$ cat config.mk
export PLATFORM = sky130hd
export DESIGN_NAME = battery_voltage_display_filter_unit
export DESIGN_NICKNAME = d
export VERILOG_FILES = /design/src/rtl/core/bvdf_pkg.sv /design/src/rtl/core/battery_voltage_display_filter_unit.sv
export VERILOG_INCLUDE_DIRS = /design/src /design/src/rtl/core
export SDC_FILE = /design/constraint.sdc
export NUM_CORES = 1
export LEC_CHECK = 0
export BUFFER_PORTS_ARGS = -buffer_cell sky130_fd_sc_hd__buf_2
export CAP_MARGIN = 20
export CORE_AREA = 3 3 232 234
export CTS_CLUSTER_SIZE = 24
export DETAILED_ROUTE_END_ITERATION = 10
export DIE_AREA = 0 0 235 237
export GPL_ROUTABILITY_DRIVEN = 0
export GPL_TIMING_DRIVEN = 0
export MAX_ROUTING_LAYER = met4
export PLACE_DENSITY = 0.66
export SYNTH_ARGS = -nofsm -noshare
export SYNTH_HDL_FRONTEND = slang
export SYNTH_SLANG_ARGS = --single-unit
$ cat constraint.sdc
create_clock -name clk -period 10.4 [get_ports clk]
set_input_delay 1.56 -clock clk [delete_from_list [all_inputs] [get_ports clk]]
set_output_delay 1.56 -clock clk [all_outputs]
set_load 0.02 [all_outputs]
$ cat src/rtl/core/battery_voltage_display_filter_unit_assert.svh
// Assertion macros for the battery voltage display filter.
// Used by the top level; depends on nothing else.
`ifndef BATTERY_VOLTAGE_DISPLAY_FILTER_UNIT_ASSERT_SVH
`define BATTERY_VOLTAGE_DISPLAY_FILTER_UNIT_ASSERT_SVH

// The consequent must hold in the same cycle as the antecedent.
`define BVDF_ASSERT_SAME(label, clk, rst_n, ante, cons, msg) \
    label: assert property (@(posedge clk) disable iff (!rst_n) (ante) |-> (cons)) \
        else $error(msg);

// The consequent must hold in the cycle after the antecedent.
`define BVDF_ASSERT_NEXT(label, clk, rst_n, ante, cons, msg) \
    label: assert property (@(posedge clk) disable iff (!rst_n) (ante) |=> (cons)) \
        else $error(msg);

`endif

$ cat src/rtl/core/bvdf_pkg.sv
// Package for the battery voltage display filter: constants and register indexes.
// Depends on nothing; used by the top level.
package bvdf_pkg;

    localparam int unsigned AVG_W   = 28;
    localparam int unsigned COEF_W  = 16;
    localparam int unsigned PROD_W  = AVG_W + COEF_W;
    localparam int unsigned VALUE_W = 10;

    localparam logic [COEF_W-1:0] KEEP_Q16      = 16'd64881;
    localparam logic [COEF_W-1:0] ALPHA_Q16     = 16'd655;
    localparam logic [COEF_W-1:0] SCALE_HUNDRED = 16'd100;
    localparam logic [COEF_W-1:0] RECIP_DIV100  = 16'd41;
    localparam logic [COEF_W-1:0] RECIP_DIV10   = 16'd205;
    localparam logic [PROD_W-1:0] ROUND_HALF    = 44'd32768;

    localparam logic [VALUE_W-1:0] MAX_SHOWN = 10'd999;
    localparam logic [15:0]        MAX_MS    = 16'hFFFF;

    localparam logic signed [15:0] FAST_THR_RESET  = 16'sd500;
    localparam logic signed [15:0] SLOW_THR_RESET  = 16'sd50;
    localparam logic [9:0]         LARGE_STEP_RESET = 10'd10;
    localparam logic [9:0]         SMALL_STEP_RESET = 10'd2;
    localparam logic [15:0]        HOLD_MS_RESET    = 16'd1500;

    typedef enum logic [2:0] {
        CFG_FAST_THR   = 3'd0,
        CFG_SLOW_THR   = 3'd1,
        CFG_LARGE_STEP = 3'd2,
        CFG_SMALL_STEP = 3'd3,
        CFG_HOLD_MS    = 3'd4
    } cfg_index_t;

    typedef enum logic [1:0] {
        LEVEL_NONE = 2'd0,
        LEVEL_SLOW = 2'd1,
        LEVEL_FAST = 2'd2
    } charge_level_t;

endpackage

$ cat src/rtl/core/battery_voltage_display_filter_unit.sv
// Battery voltage display filter: average, hysteresis and digit split of battery samples.
// Depends on bvdf_pkg and battery_voltage_display_filter_unit_assert.svh.
// States: IDLE, KEEP, ALPHA, SCALE, DECIDE, DIV100, DIV10; the seeding item skips KEEP and ALPHA.
// One shared 28x16 multiplier is used in five steps, so items are taken one at a time.
// in_stall is high from acceptance until the result is written to the output register.
// Reset (rst_n low, asynchronous) restores default configuration and clears all filter state.
module battery_voltage_display_filter_unit
(
    input  logic        clk,
    input  logic        rst_n,
    input  logic        cfg_we,
    input  logic [2:0]  cfg_index,
    input  logic [15:0] cfg_data,
    input  logic        in_valid,
    output logic        in_stall,
    input  logic [15:0] voltage_sample,
    input  logic signed [15:0] charge_current,
    input  logic [15:0] elapsed_ms,
    output logic        out_valid,
    input  logic        out_stall,
    output logic [1:0]  charge_level,
    output logic [9:0]  shown_hundredths,
    output logic [3:0]  digit_volts,
    output logic [3:0]  digit_tenths,
    output logic [3:0]  digit_hundredths,
    output logic [9:0]  filtered_hundredths,
    output logic        shown_updated
);

    typedef enum logic [2:0] {
        ST_IDLE,
        ST_KEEP,
        ST_ALPHA,
        ST_SCALE,
        ST_DECIDE,
        ST_DIV100,
        ST_DIV10
    } state_t;

    state_t state_reg;

    logic signed [15:0] fast_thr_reg;
    logic signed [15:0] slow_thr_reg;
    logic [9:0]         large_step_reg;
    logic [9:0]         small_step_reg;
    logic [15:0]        hold_ms_reg;

    logic [bvdf_pkg::AVG_W-1:0]  avg_reg;
    logic                        seeded_reg;
    logic [9:0]                  shown_reg;
    logic                        shown_valid_reg;
    logic [15:0]                 since_reg;

    logic [15:0]                 vin_reg;
    logic [1:0]                  level_reg;
    logic [bvdf_pkg::PROD_W-1:0] prod_reg;
    logic [9:0]                  filt_reg;
    logic                        upd_reg;
    logic [3:0]                  hund_reg;
    logic [6:0]                  rem_reg;

    logic                        out_valid_reg;
    logic [1:0]                  level_out_reg;
    logic [9:0]                  shown_out_reg;
    logic [3:0]                  volts_out_reg;
    logic [3:0]                  tenths_out_reg;
    logic [3:0]                  hundredths_out_reg;
    logic [9:0]                  filt_out_reg;
    logic                        upd_out_reg;

    logic [bvdf_pkg::AVG_W-1:0]  mul_a;
    logic [bvdf_pkg::COEF_W-1:0] mul_b;
    logic [bvdf_pkg::PROD_W-1:0] mul_p;

    logic                        in_accept;
    logic                        out_free;
    logic [1:0]                  level_next;
    logic [16:0]                 since_sum;
    logic [15:0]                 since_next;
    logic [bvdf_pkg::PROD_W-1:0] acc_next;
    logic [10:0]                 filt_wide;
    logic [9:0]                  filt_next;
    logic [9:0]                  diff;
    logic                        upd_next;
    logic [3:0]                  hund_next;
    logic [9:0]                  hund_x100;
    logic [6:0]                  rem_next;
    logic [3:0]                  tens_next;
    logic [6:0]                  tens_x10;
    logic [3:0]                  ones_next;

    // The shared multiplier takes its operands from the step in progress.
    always_comb
    begin
        case (state_reg)
            ST_KEEP:
            begin
                mul_a = avg_reg;
                mul_b = bvdf_pkg::KEEP_Q16;
            end
            ST_ALPHA:
            begin
                mul_a = {12'd0, vin_reg};
                mul_b = bvdf_pkg::ALPHA_Q16;
            end
            ST_SCALE:
            begin
                mul_a = avg_reg;
                mul_b = bvdf_pkg::SCALE_HUNDRED;
            end
            ST_DIV100:
            begin
                mul_a = {18'd0, shown_reg};
                mul_b = bvdf_pkg::RECIP_DIV100;
            end
            ST_DIV10:
            begin
                mul_a = {21'd0, rem_reg};
                mul_b = bvdf_pkg::RECIP_DIV10;
            end
            default:
            begin
                mul_a = '0;
                mul_b = '0;
            end
        endcase
    end

    assign mul_p = {16'd0, mul_a} * {28'd0, mul_b};

    assign in_stall  = (state_reg != ST_IDLE);
    assign in_accept = in_valid && !in_stall;
    assign out_free  = !out_valid_reg || !out_stall;

    always_comb
    begin
        if (charge_current > fast_thr_reg)
        begin
            level_next = bvdf_pkg::LEVEL_FAST;
        end
        else if (charge_current > slow_thr_reg)
        begin
            level_next = bvdf_pkg::LEVEL_SLOW;
        end
        else
        begin
            level_next = bvdf_pkg::LEVEL_NONE;
        end
    end

    assign since_sum  = {1'b0, since_reg} + {1'b0, elapsed_ms};
    assign since_next = since_sum[16] ? bvdf_pkg::MAX_MS : since_sum[15:0];

    assign acc_next = prod_reg + {mul_p[31:0], 12'd0} + bvdf_pkg::ROUND_HALF;

    assign filt_wide = mul_p[34:24];
    assign filt_next = (filt_wide > {1'b0, bvdf_pkg::MAX_SHOWN}) ? bvdf_pkg::MAX_SHOWN
                                                                 : filt_wide[9:0];

    assign diff     = (filt_reg >= shown_reg) ? (filt_reg - shown_reg) : (shown_reg - filt_reg);
    assign upd_next = !shown_valid_reg || (diff > large_step_reg) ||
                      ((diff > small_step_reg) && (since_reg > hold_ms_reg));

    assign hund_next = mul_p[15:12];
    assign hund_x100 = ({6'd0, hund_next} << 6) + ({6'd0, hund_next} << 5) +
                       ({6'd0, hund_next} << 2);
    assign rem_next  = 7'(shown_reg - hund_x100);

    assign tens_next = mul_p[14:11];
    assign tens_x10  = ({3'd0, tens_next} << 3) + ({3'd0, tens_next} << 1);
    assign ones_next = 4'(rem_reg - tens_x10);

    always_ff @(posedge clk or negedge rst_n)
    begin
        if (!rst_n)
        begin
            state_reg       <= ST_IDLE;
            fast_thr_reg    <= bvdf_pkg::FAST_THR_RESET;
            slow_thr_reg    <= bvdf_pkg::SLOW_THR_RESET;
            large_step_reg  <= bvdf_pkg::LARGE_STEP_RESET;
            small_step_reg  <= bvdf_pkg::SMALL_STEP_RESET;
            hold_ms_reg     <= bvdf_pkg::HOLD_MS_RESET;
            avg_reg         <= '0;
            seeded_reg      <= 1'b0;
            shown_reg       <= '0;
            shown_valid_reg <= 1'b0;
            since_reg       <= '0;
            out_valid_reg   <= 1'b0;
        end
        else
        begin
            if (cfg_we)
            begin
                case (cfg_index)
                    bvdf_pkg::CFG_FAST_THR:   fast_thr_reg   <= cfg_data;
                    bvdf_pkg::CFG_SLOW_THR:   slow_thr_reg   <= cfg_data;
                    bvdf_pkg::CFG_LARGE_STEP: large_step_reg <= cfg_data[9:0];
                    bvdf_pkg::CFG_SMALL_STEP: small_step_reg <= cfg_data[9:0];
                    bvdf_pkg::CFG_HOLD_MS:    hold_ms_reg    <= cfg_data;
                    default:                  ;
                endcase
            end

            if (out_valid_reg && !out_stall && (state_reg != ST_DIV10))
            begin
                out_valid_reg <= 1'b0;
            end

            case (state_reg)
                ST_IDLE:
                begin
                    if (in_accept)
                    begin
                        vin_reg   <= voltage_sample;
                        level_reg <= level_next;
                        since_reg <= since_next;
                        if (!seeded_reg)
                        begin
                            avg_reg    <= {voltage_sample, 12'd0};
                            seeded_reg <= 1'b1;
                            state_reg  <= ST_SCALE;
                        end
                        else
                        begin
                            state_reg <= ST_KEEP;
                        end
                    end
                end
                ST_KEEP:
                begin
                    prod_reg  <= mul_p;
                    state_reg <= ST_ALPHA;
                end
                ST_ALPHA:
                begin
                    avg_reg   <= acc_next[43:16];
                    state_reg <= ST_SCALE;
                end
                ST_SCALE:
                begin
                    filt_reg  <= filt_next;
                    state_reg <= ST_DECIDE;
                end
                ST_DECIDE:
                begin
                    upd_reg <= upd_next;
                    if (upd_next)
                    begin
                        shown_reg       <= filt_reg;
                        shown_valid_reg <= 1'b1;
                        since_reg       <= '0;
                    end
                    state_reg <= ST_DIV100;
                end
                ST_DIV100:
                begin
                    hund_reg  <= hund_next;
                    rem_reg   <= rem_next;
                    state_reg <= ST_DIV10;
                end
                ST_DIV10:
                begin
                    if (out_free)
                    begin
                        out_valid_reg      <= 1'b1;
                        level_out_reg      <= level_reg;
                        shown_out_reg      <= shown_reg;
                        volts_out_reg      <= hund_reg;
                        tenths_out_reg     <= tens_next;
                        hundredths_out_reg <= ones_next;
                        filt_out_reg       <= filt_reg;
                        upd_out_reg        <= upd_reg;
                        state_reg          <= ST_IDLE;
                    end
                end
                default:
                begin
                    state_reg <= ST_IDLE;
                end
            endcase
        end
    end

    assign out_valid           = out_valid_reg;
    assign charge_level        = level_out_reg;
    assign shown_hundredths    = shown_out_reg;
    assign digit_volts         = volts_out_reg;
    assign digit_tenths        = tenths_out_reg;
    assign digit_hundredths    = hundredths_out_reg;
    assign filtered_hundredths = filt_out_reg;
    assign shown_updated       = upd_out_reg;

`include "battery_voltage_display_filter_unit_assert.svh"

    `BVDF_ASSERT_NEXT(a_busy_after_accept, clk, rst_n, in_accept, in_stall, "not busy after an accepted item")
    `BVDF_ASSERT_SAME(a_update_follows_filter, clk, rst_n, out_valid && shown_updated, shown_hundredths == filtered_hundredths, "updated shown value differs from filtered value")
    `BVDF_ASSERT_SAME(a_digits_match, clk, rst_n, out_valid, ({6'd0, digit_volts} * 10'd100 + {6'd0, digit_tenths} * 10'd10 + {6'd0, digit_hundredths}) == shown_hundredths, "digits do not match shown value")
    `BVDF_ASSERT_SAME(a_filter_saturated, clk, rst_n, out_valid, filtered_hundredths <= bvdf_pkg::MAX_SHOWN, "filtered value above saturation limit")

endmodule

# Yosys cells after proc, flatten, opt, wreduce, memory -nomap -nowiden
# Cells that the tools add are included.
# Widths: inputs -> output; s select.
# word_totals
reg_bits	247
out_inout_bits	37
n_memories	0
ramBits	0
rom_bits	0
latch_bits	0
elab_cells	110
# op_classes
multipliers	1
n_bitwise	0
n_addsub	10
mux	18
n_eq_ne	15
div_mod_pow	0
order_cmp	7
reduce_logical	33
shift	0
# op_table
op	count
$pmux 28 s4	1
$pmux 16 s5	1
$mux 28	2
$pmux 28 s2	1
$gt 16x16->1	3
$mux 16	3
$add 44x16->44 const B	1
$add 44x44->44	1
$mul 28x16->44	1
$pmux 16 s2	1
$reduce_and 2->1	12
$pmux 3 s7	1
$gt 10x10->1	2
$sub 10x10->10	2
$add 16x16->17	1
$eq 3x2->1 const B	4
$eq 3x3->1 const B	4
$reduce_and 3->1	4
$gt 11x10->1 const B	1
$ge 10x10->1	1
$mux 10	1
$ne 2x2->1 const B	4
$add 7x6->7	1
$add 7x7->7	1
15 further kinds	30

# Longest topological paths before layout
# depth
ltp_word	7
ltp_mapped	42

# Worst setup path after synthesis
# Ideal clock, no wire load.
# synth_path
path_type	flip-flop to flip-flop
startpoint	register state_reg[2]
endpoint	register avg_reg[27] (netlist bit)
path_buffers	4
arrival_time_ns	8.660
path_stages_with_launch	40
required_ns	10.270
setup_time_ns	0.130
path_slack_ns	1.611
cell_sequence	dfrtp_1 buf_2 nor2_1 and2_0 clkbuf_1 clkbuf_1 nand2_1 inv_1 nor2_1 nor2_1 inv_1 fa_1 fa_1 fa_1 inv_1 fa_1 fa_1 inv_1 [4 not listed] a21oi_1 o21a_1 o21ai_1 or2_2 a21o_1 a21oi_1 xnor2_1 ha_1 ha_1 a21o_1 a21o_1 a21oi_1 o211ai_2 a31oi_2 o21ai_1 a21oi_1 xnor2_1 o21ai_1
# synth_via
elab_chain_cells	7
# synth_lines
element	line	rtl
from (decl)	battery_voltage_display_filter_unit.sv:40	state_t state_reg;
from (signal assigned)	battery_voltage_display_filter_unit.sv:177	state_reg <= ST_IDLE;
from (signal assigned)	battery_voltage_display_filter_unit.sv:221	state_reg <= ST_SCALE;
from (signal assigned)	battery_voltage_display_filter_unit.sv:225	state_reg <= ST_KEEP;
$eq 3x2->1 or $eq 3x1->1 (tied branches)	battery_voltage_display_filter_unit.sv:95	case (state_reg)
$reduce_or 2->1 (no source line)	n/a	
$pmux 28 s4	battery_voltage_display_filter_unit.sv:95	
$mul 28x16->44 (*)	battery_voltage_display_filter_unit.sv:129	assign mul_p = {16'd0, mul_a} * {28'd0, mul_b};
named net mul_p (one bit)	battery_voltage_display_filter_unit.sv:73	logic [bvdf_pkg::PROD_W-1:0] mul_p;
$add 44x44->44 (*)	battery_voltage_display_filter_unit.sv:154	assign acc_next = prod_reg + {mul_p[31:0], 12'd0} + bvdf_pkg::ROUND_HALF;
$add 44x16->44 (*)	battery_voltage_display_filter_unit.sv:154	
$pmux 28 s2 (*)	battery_voltage_display_filter_unit.sv:209	case (state_reg)
to (signal assigned)	battery_voltage_display_filter_unit.sv:219	avg_reg <= {voltage_sample, 12'd0};
to (signal assigned)	battery_voltage_display_filter_unit.sv:236	avg_reg <= acc_next[43:16];
to (decl)	battery_voltage_display_filter_unit.sv:48	logic [bvdf_pkg::AVG_W-1:0] avg_reg;
# The timed path passes the listed nets; every way through them passes the cells marked *.
# A chain may end at the register's enable or synchronous reset.

# Worst setup path after layout
# Ends and elaborated chain as after synthesis.

==> qor.csv <==
stage,metric,value,unit
synthesis,"Seq/Total Area, Yosys",0.249,
floorplan,Die W,235,um
timing,final-report hold violation count,0,
route,ANT nets after route,0,
synthesis,Yosys warning total,0,
clock_network,Post-CTS Setup Bufs,0,
flow_run,number of max-cap violations,0,
floorplan,core area,0.0522,mm^2
clock_network,CTS tree,built,
synthesis,"EDFF count, synth",107,
setup_path,Crit Path Class,reg2reg,
clock_network,Worst-path clk slew,0.07,ns
layout,multi-input logic area,0.0174,mm^2
setup_path,Buf/Inv on CP,9,
clock_network,H-tree level count,1,
synthesis,post-synthesis cell count,2632,
layout,Register Area,0.00644,mm^2
setup_path,crit path max fanout,10,
global_route,met1 GRT Util,0.349,
synthesis,Post-Syn Area,0.0259,mm^2
hold_path,Hold Crit Class,reg2reg,
timing,slew margin rel.,0.299,
layout,number of flip-flops in the largest register,32,
global_route,busiest grt layer,met2,
layout,Ant. Diodes,0,
route,DR iter-0 viols,1395,
timing,final clock skew,0.0180,ns
synthesis,most used flip-flop cell after synthesis,dfrtp_1,
route,drt total wl,68900,um
layout,Layout area overhead,9.75,%
synthesis,largest family of logic cells by synthesized area,adder cells,
route,drt first pass iters,5,
route,drt drc,0,
global_route,vias in the first global route,20100,
synthesis,unique cell type count in the Yosys netlist,82,
global_route,GRT Overall Usage,0.260,
synthesis,Synth Area per Inst,9.84,um^2
route,via count,19000,
synthesis,commonest cells in the netlist,"inv_1, fa_1, ha_1",
synthesis,top-count cell post-synth,inv_1,
global_route,first-pass GRT wire length,111000,um
timing,# setup viols final,0,
layout,Final Cell Area,0.0284,mm^2
global_route,grt met3 use,0.0348,
synthesis,top post-synthesis cells by area,"fa_1, ha_1, edfxtp_1",
setup_path,Startpoint Class,flip-flop,
setup_path,CP dominant cell by count,fa_1,
layout,FILL cells,4602,
timing,Max Fclk,100,MHz
synthesis,Simple-Gate Fraction of Synth Area,0.0981,
synthesis,XOR/XNOR share of the synthesized area,0.0375,
layout,final net count,3516,
global_route,initial antenna violation count,0,
setup_path,CP Capture Type,flip-flop,
outcome,status,completed,
setup_path,critical path data required time,10.79,ns
synthesis,compound-cell area share of the yosys netlist,0.112,
floorplan,Die Area,0.0557,mm^2
placement,Placed Instance Area,0.0275,mm^2
route,Avg WL per Cell,19.6,um
floorplan,Die Span Y,237,um
setup_path,CP arrival,10.36,ns
synthesis,flip-flop and latch count after synthesis,235,
floorplan,initial core utilization,0.496,
clock_network,worst skew pair latency,0.54,ns
clock_network,clock root buffer,clkbuf_16,
timing,worst-margin pin slew,1.05,ns
route,via/cell ratio,5.40,
placement,cell total after placement,3475,
clock_network,clk sinks,235,
floorplan,cell row count,84,
global_route,largest net degree at the start of global routing,69,
global_route,M2 GR Usage,0.410,
clock_network,Longest Clk Path Bufs,3,
setup_path,"delay-heaviest family, CP",adder cells,
layout,layout cells sized above 1,0.0959,
synthesis,post-synthesis mux area share,0.0141,
setup_path,worst stage delay on the critical path,0.52,ns
clock_network,CTS Buf Count,26,
synthesis,share of the synthesized area in the top cell type,0.253,
placement,hpwl dp,58200,um
synthesis,cell taking the most area after synthesis,fa_1,
placement,# port buffers,108,
global_route,aggregate global routing overflow,0,
timing,fin crit share,0.958,
layout,"non-filler cells, final",3523,
synthesis,Synth Area in Adders,0.399,
setup_path,slowest CP cell,fa_1,
synthesis,Post-synth ARST share,0.545,
floorplan,Boundary Pins,109,
timing,Final min period,9.96,ns
timing,Slew Limit Fails,0,
==> layout make-up <==
type,count,share of cell area
sequential,235,0.227
inverter,560,0.0739
multi-input combinational,1823,0.611
timing repair buffer,110,0.0205
tap,688,0.0303
clock inverter,11,0.00255
buffer,59,0.00906
clock buffer,37,0.0265
==> final timing paths <==
path | from | cells after the start | slack, ns | to
setup reg to reg | state_reg[2] | 38 | 0.44 | avg_reg[27]
min in group asynchronous | rst_n | 1 | 1.00 | since_reg[12]
setup / recovery | state_reg[2] | 38 | 0.44 | avg_reg[27]
hold reg to reg | hund_reg[0] | 0 | 0.42 | digit_volts[0]
max in group asynchronous | rst_n | 2 | 8.54 | state_reg[1]
hold / removal | hund_reg[0] | 0 | 0.42 | digit_volts[0]
==> per-layer routing <==
metal  up-vias  part of all wire
li1       8848                 -
met2       618              0.47
met1      9439              0.43
met4         0             0.040
met3       133             0.064
met5         -                 0
==> cell families (layout without fill, tap and decap cells) <==
logic type / after synthesis / in the layout
adders and majority gates: 630 / 630
AOI/OAI and AO/OA: 457 / 457
other: 2 / 48
DFF: 235 / 235
and+or+nand+nor: 547 / 547
xor gates and xnor gates: 107 / 107
muxes: 34 / 34
buffers and inverters: 620 / 777
==> through the flow <==
step           hold WS, ns  worst slack (ns)  TNS, ns   util
3_3_place_gp         0.400            -0.308    -1.71  0.526
3_5_place_dp         0.405            -0.402    -2.97  0.527
2_1_floorplan        0.400              1.61        0      -
5_1_grt              0.436           -0.0117  -0.0117  0.544
6_report             0.417             0.438        0  0.544
4_1_cts              0.419            0.0258        0  0.543
==> worst reg2reg max path: cells and delay by family (launching register included) <==
| kind | cells | cell delay (ns) |
|---|---|---|
| buf+inv | 9 | 1.53 |
| simple gates | 4 | 1.05 |
| fa+ha+maj | 9 | 3.83 |
| compound gates | 14 | 2.59 |
| flops | 1 | 0.36 |
| xor+xnor | 2 | 0.46 |
==> repair_timing <==
action | in CTS | in global routing
endpoints found under the setup margin | 13 | 14
resized for setup | 7 | 34
hold buffers | 0 | 0
==> layout by cell type, fill, tap and decap left out, types with 8 or more instances in the layout <==
master / instances
xor2_1: 33
fa_1: 328
nand2b_1: 18
or3_1: 9
o21ai_1: 14
a21o_1: 57
xnor2_1: 67
a21oi_1: 120
dfstp_2: 19
clkbuf_1: 39
edfxtp_1: 107
nor2_1: 108
conb_1: 48
nand2_1: 235
nor3_1: 18
dfrtp_1: 108
nand4_1: 21
o21ai_0: 123
buf_2: 117
and3_1: 24
a22oi_1: 17
ha_1: 301
a22o_1: 8
o21a_1: 25
nor2b_1: 23
nand3_1: 31
mux2_2: 19
mux2i_1: 15
and2_1: 10
o21bai_1: 14
clkbuf_2: 10
o211ai_1: 8
or2_2: 24
clkbuf_16: 27
inv_1: 559
Power is not shown: default switching activity piles up to over one toggle a cycle in this logic, so the estimate is an artifact.
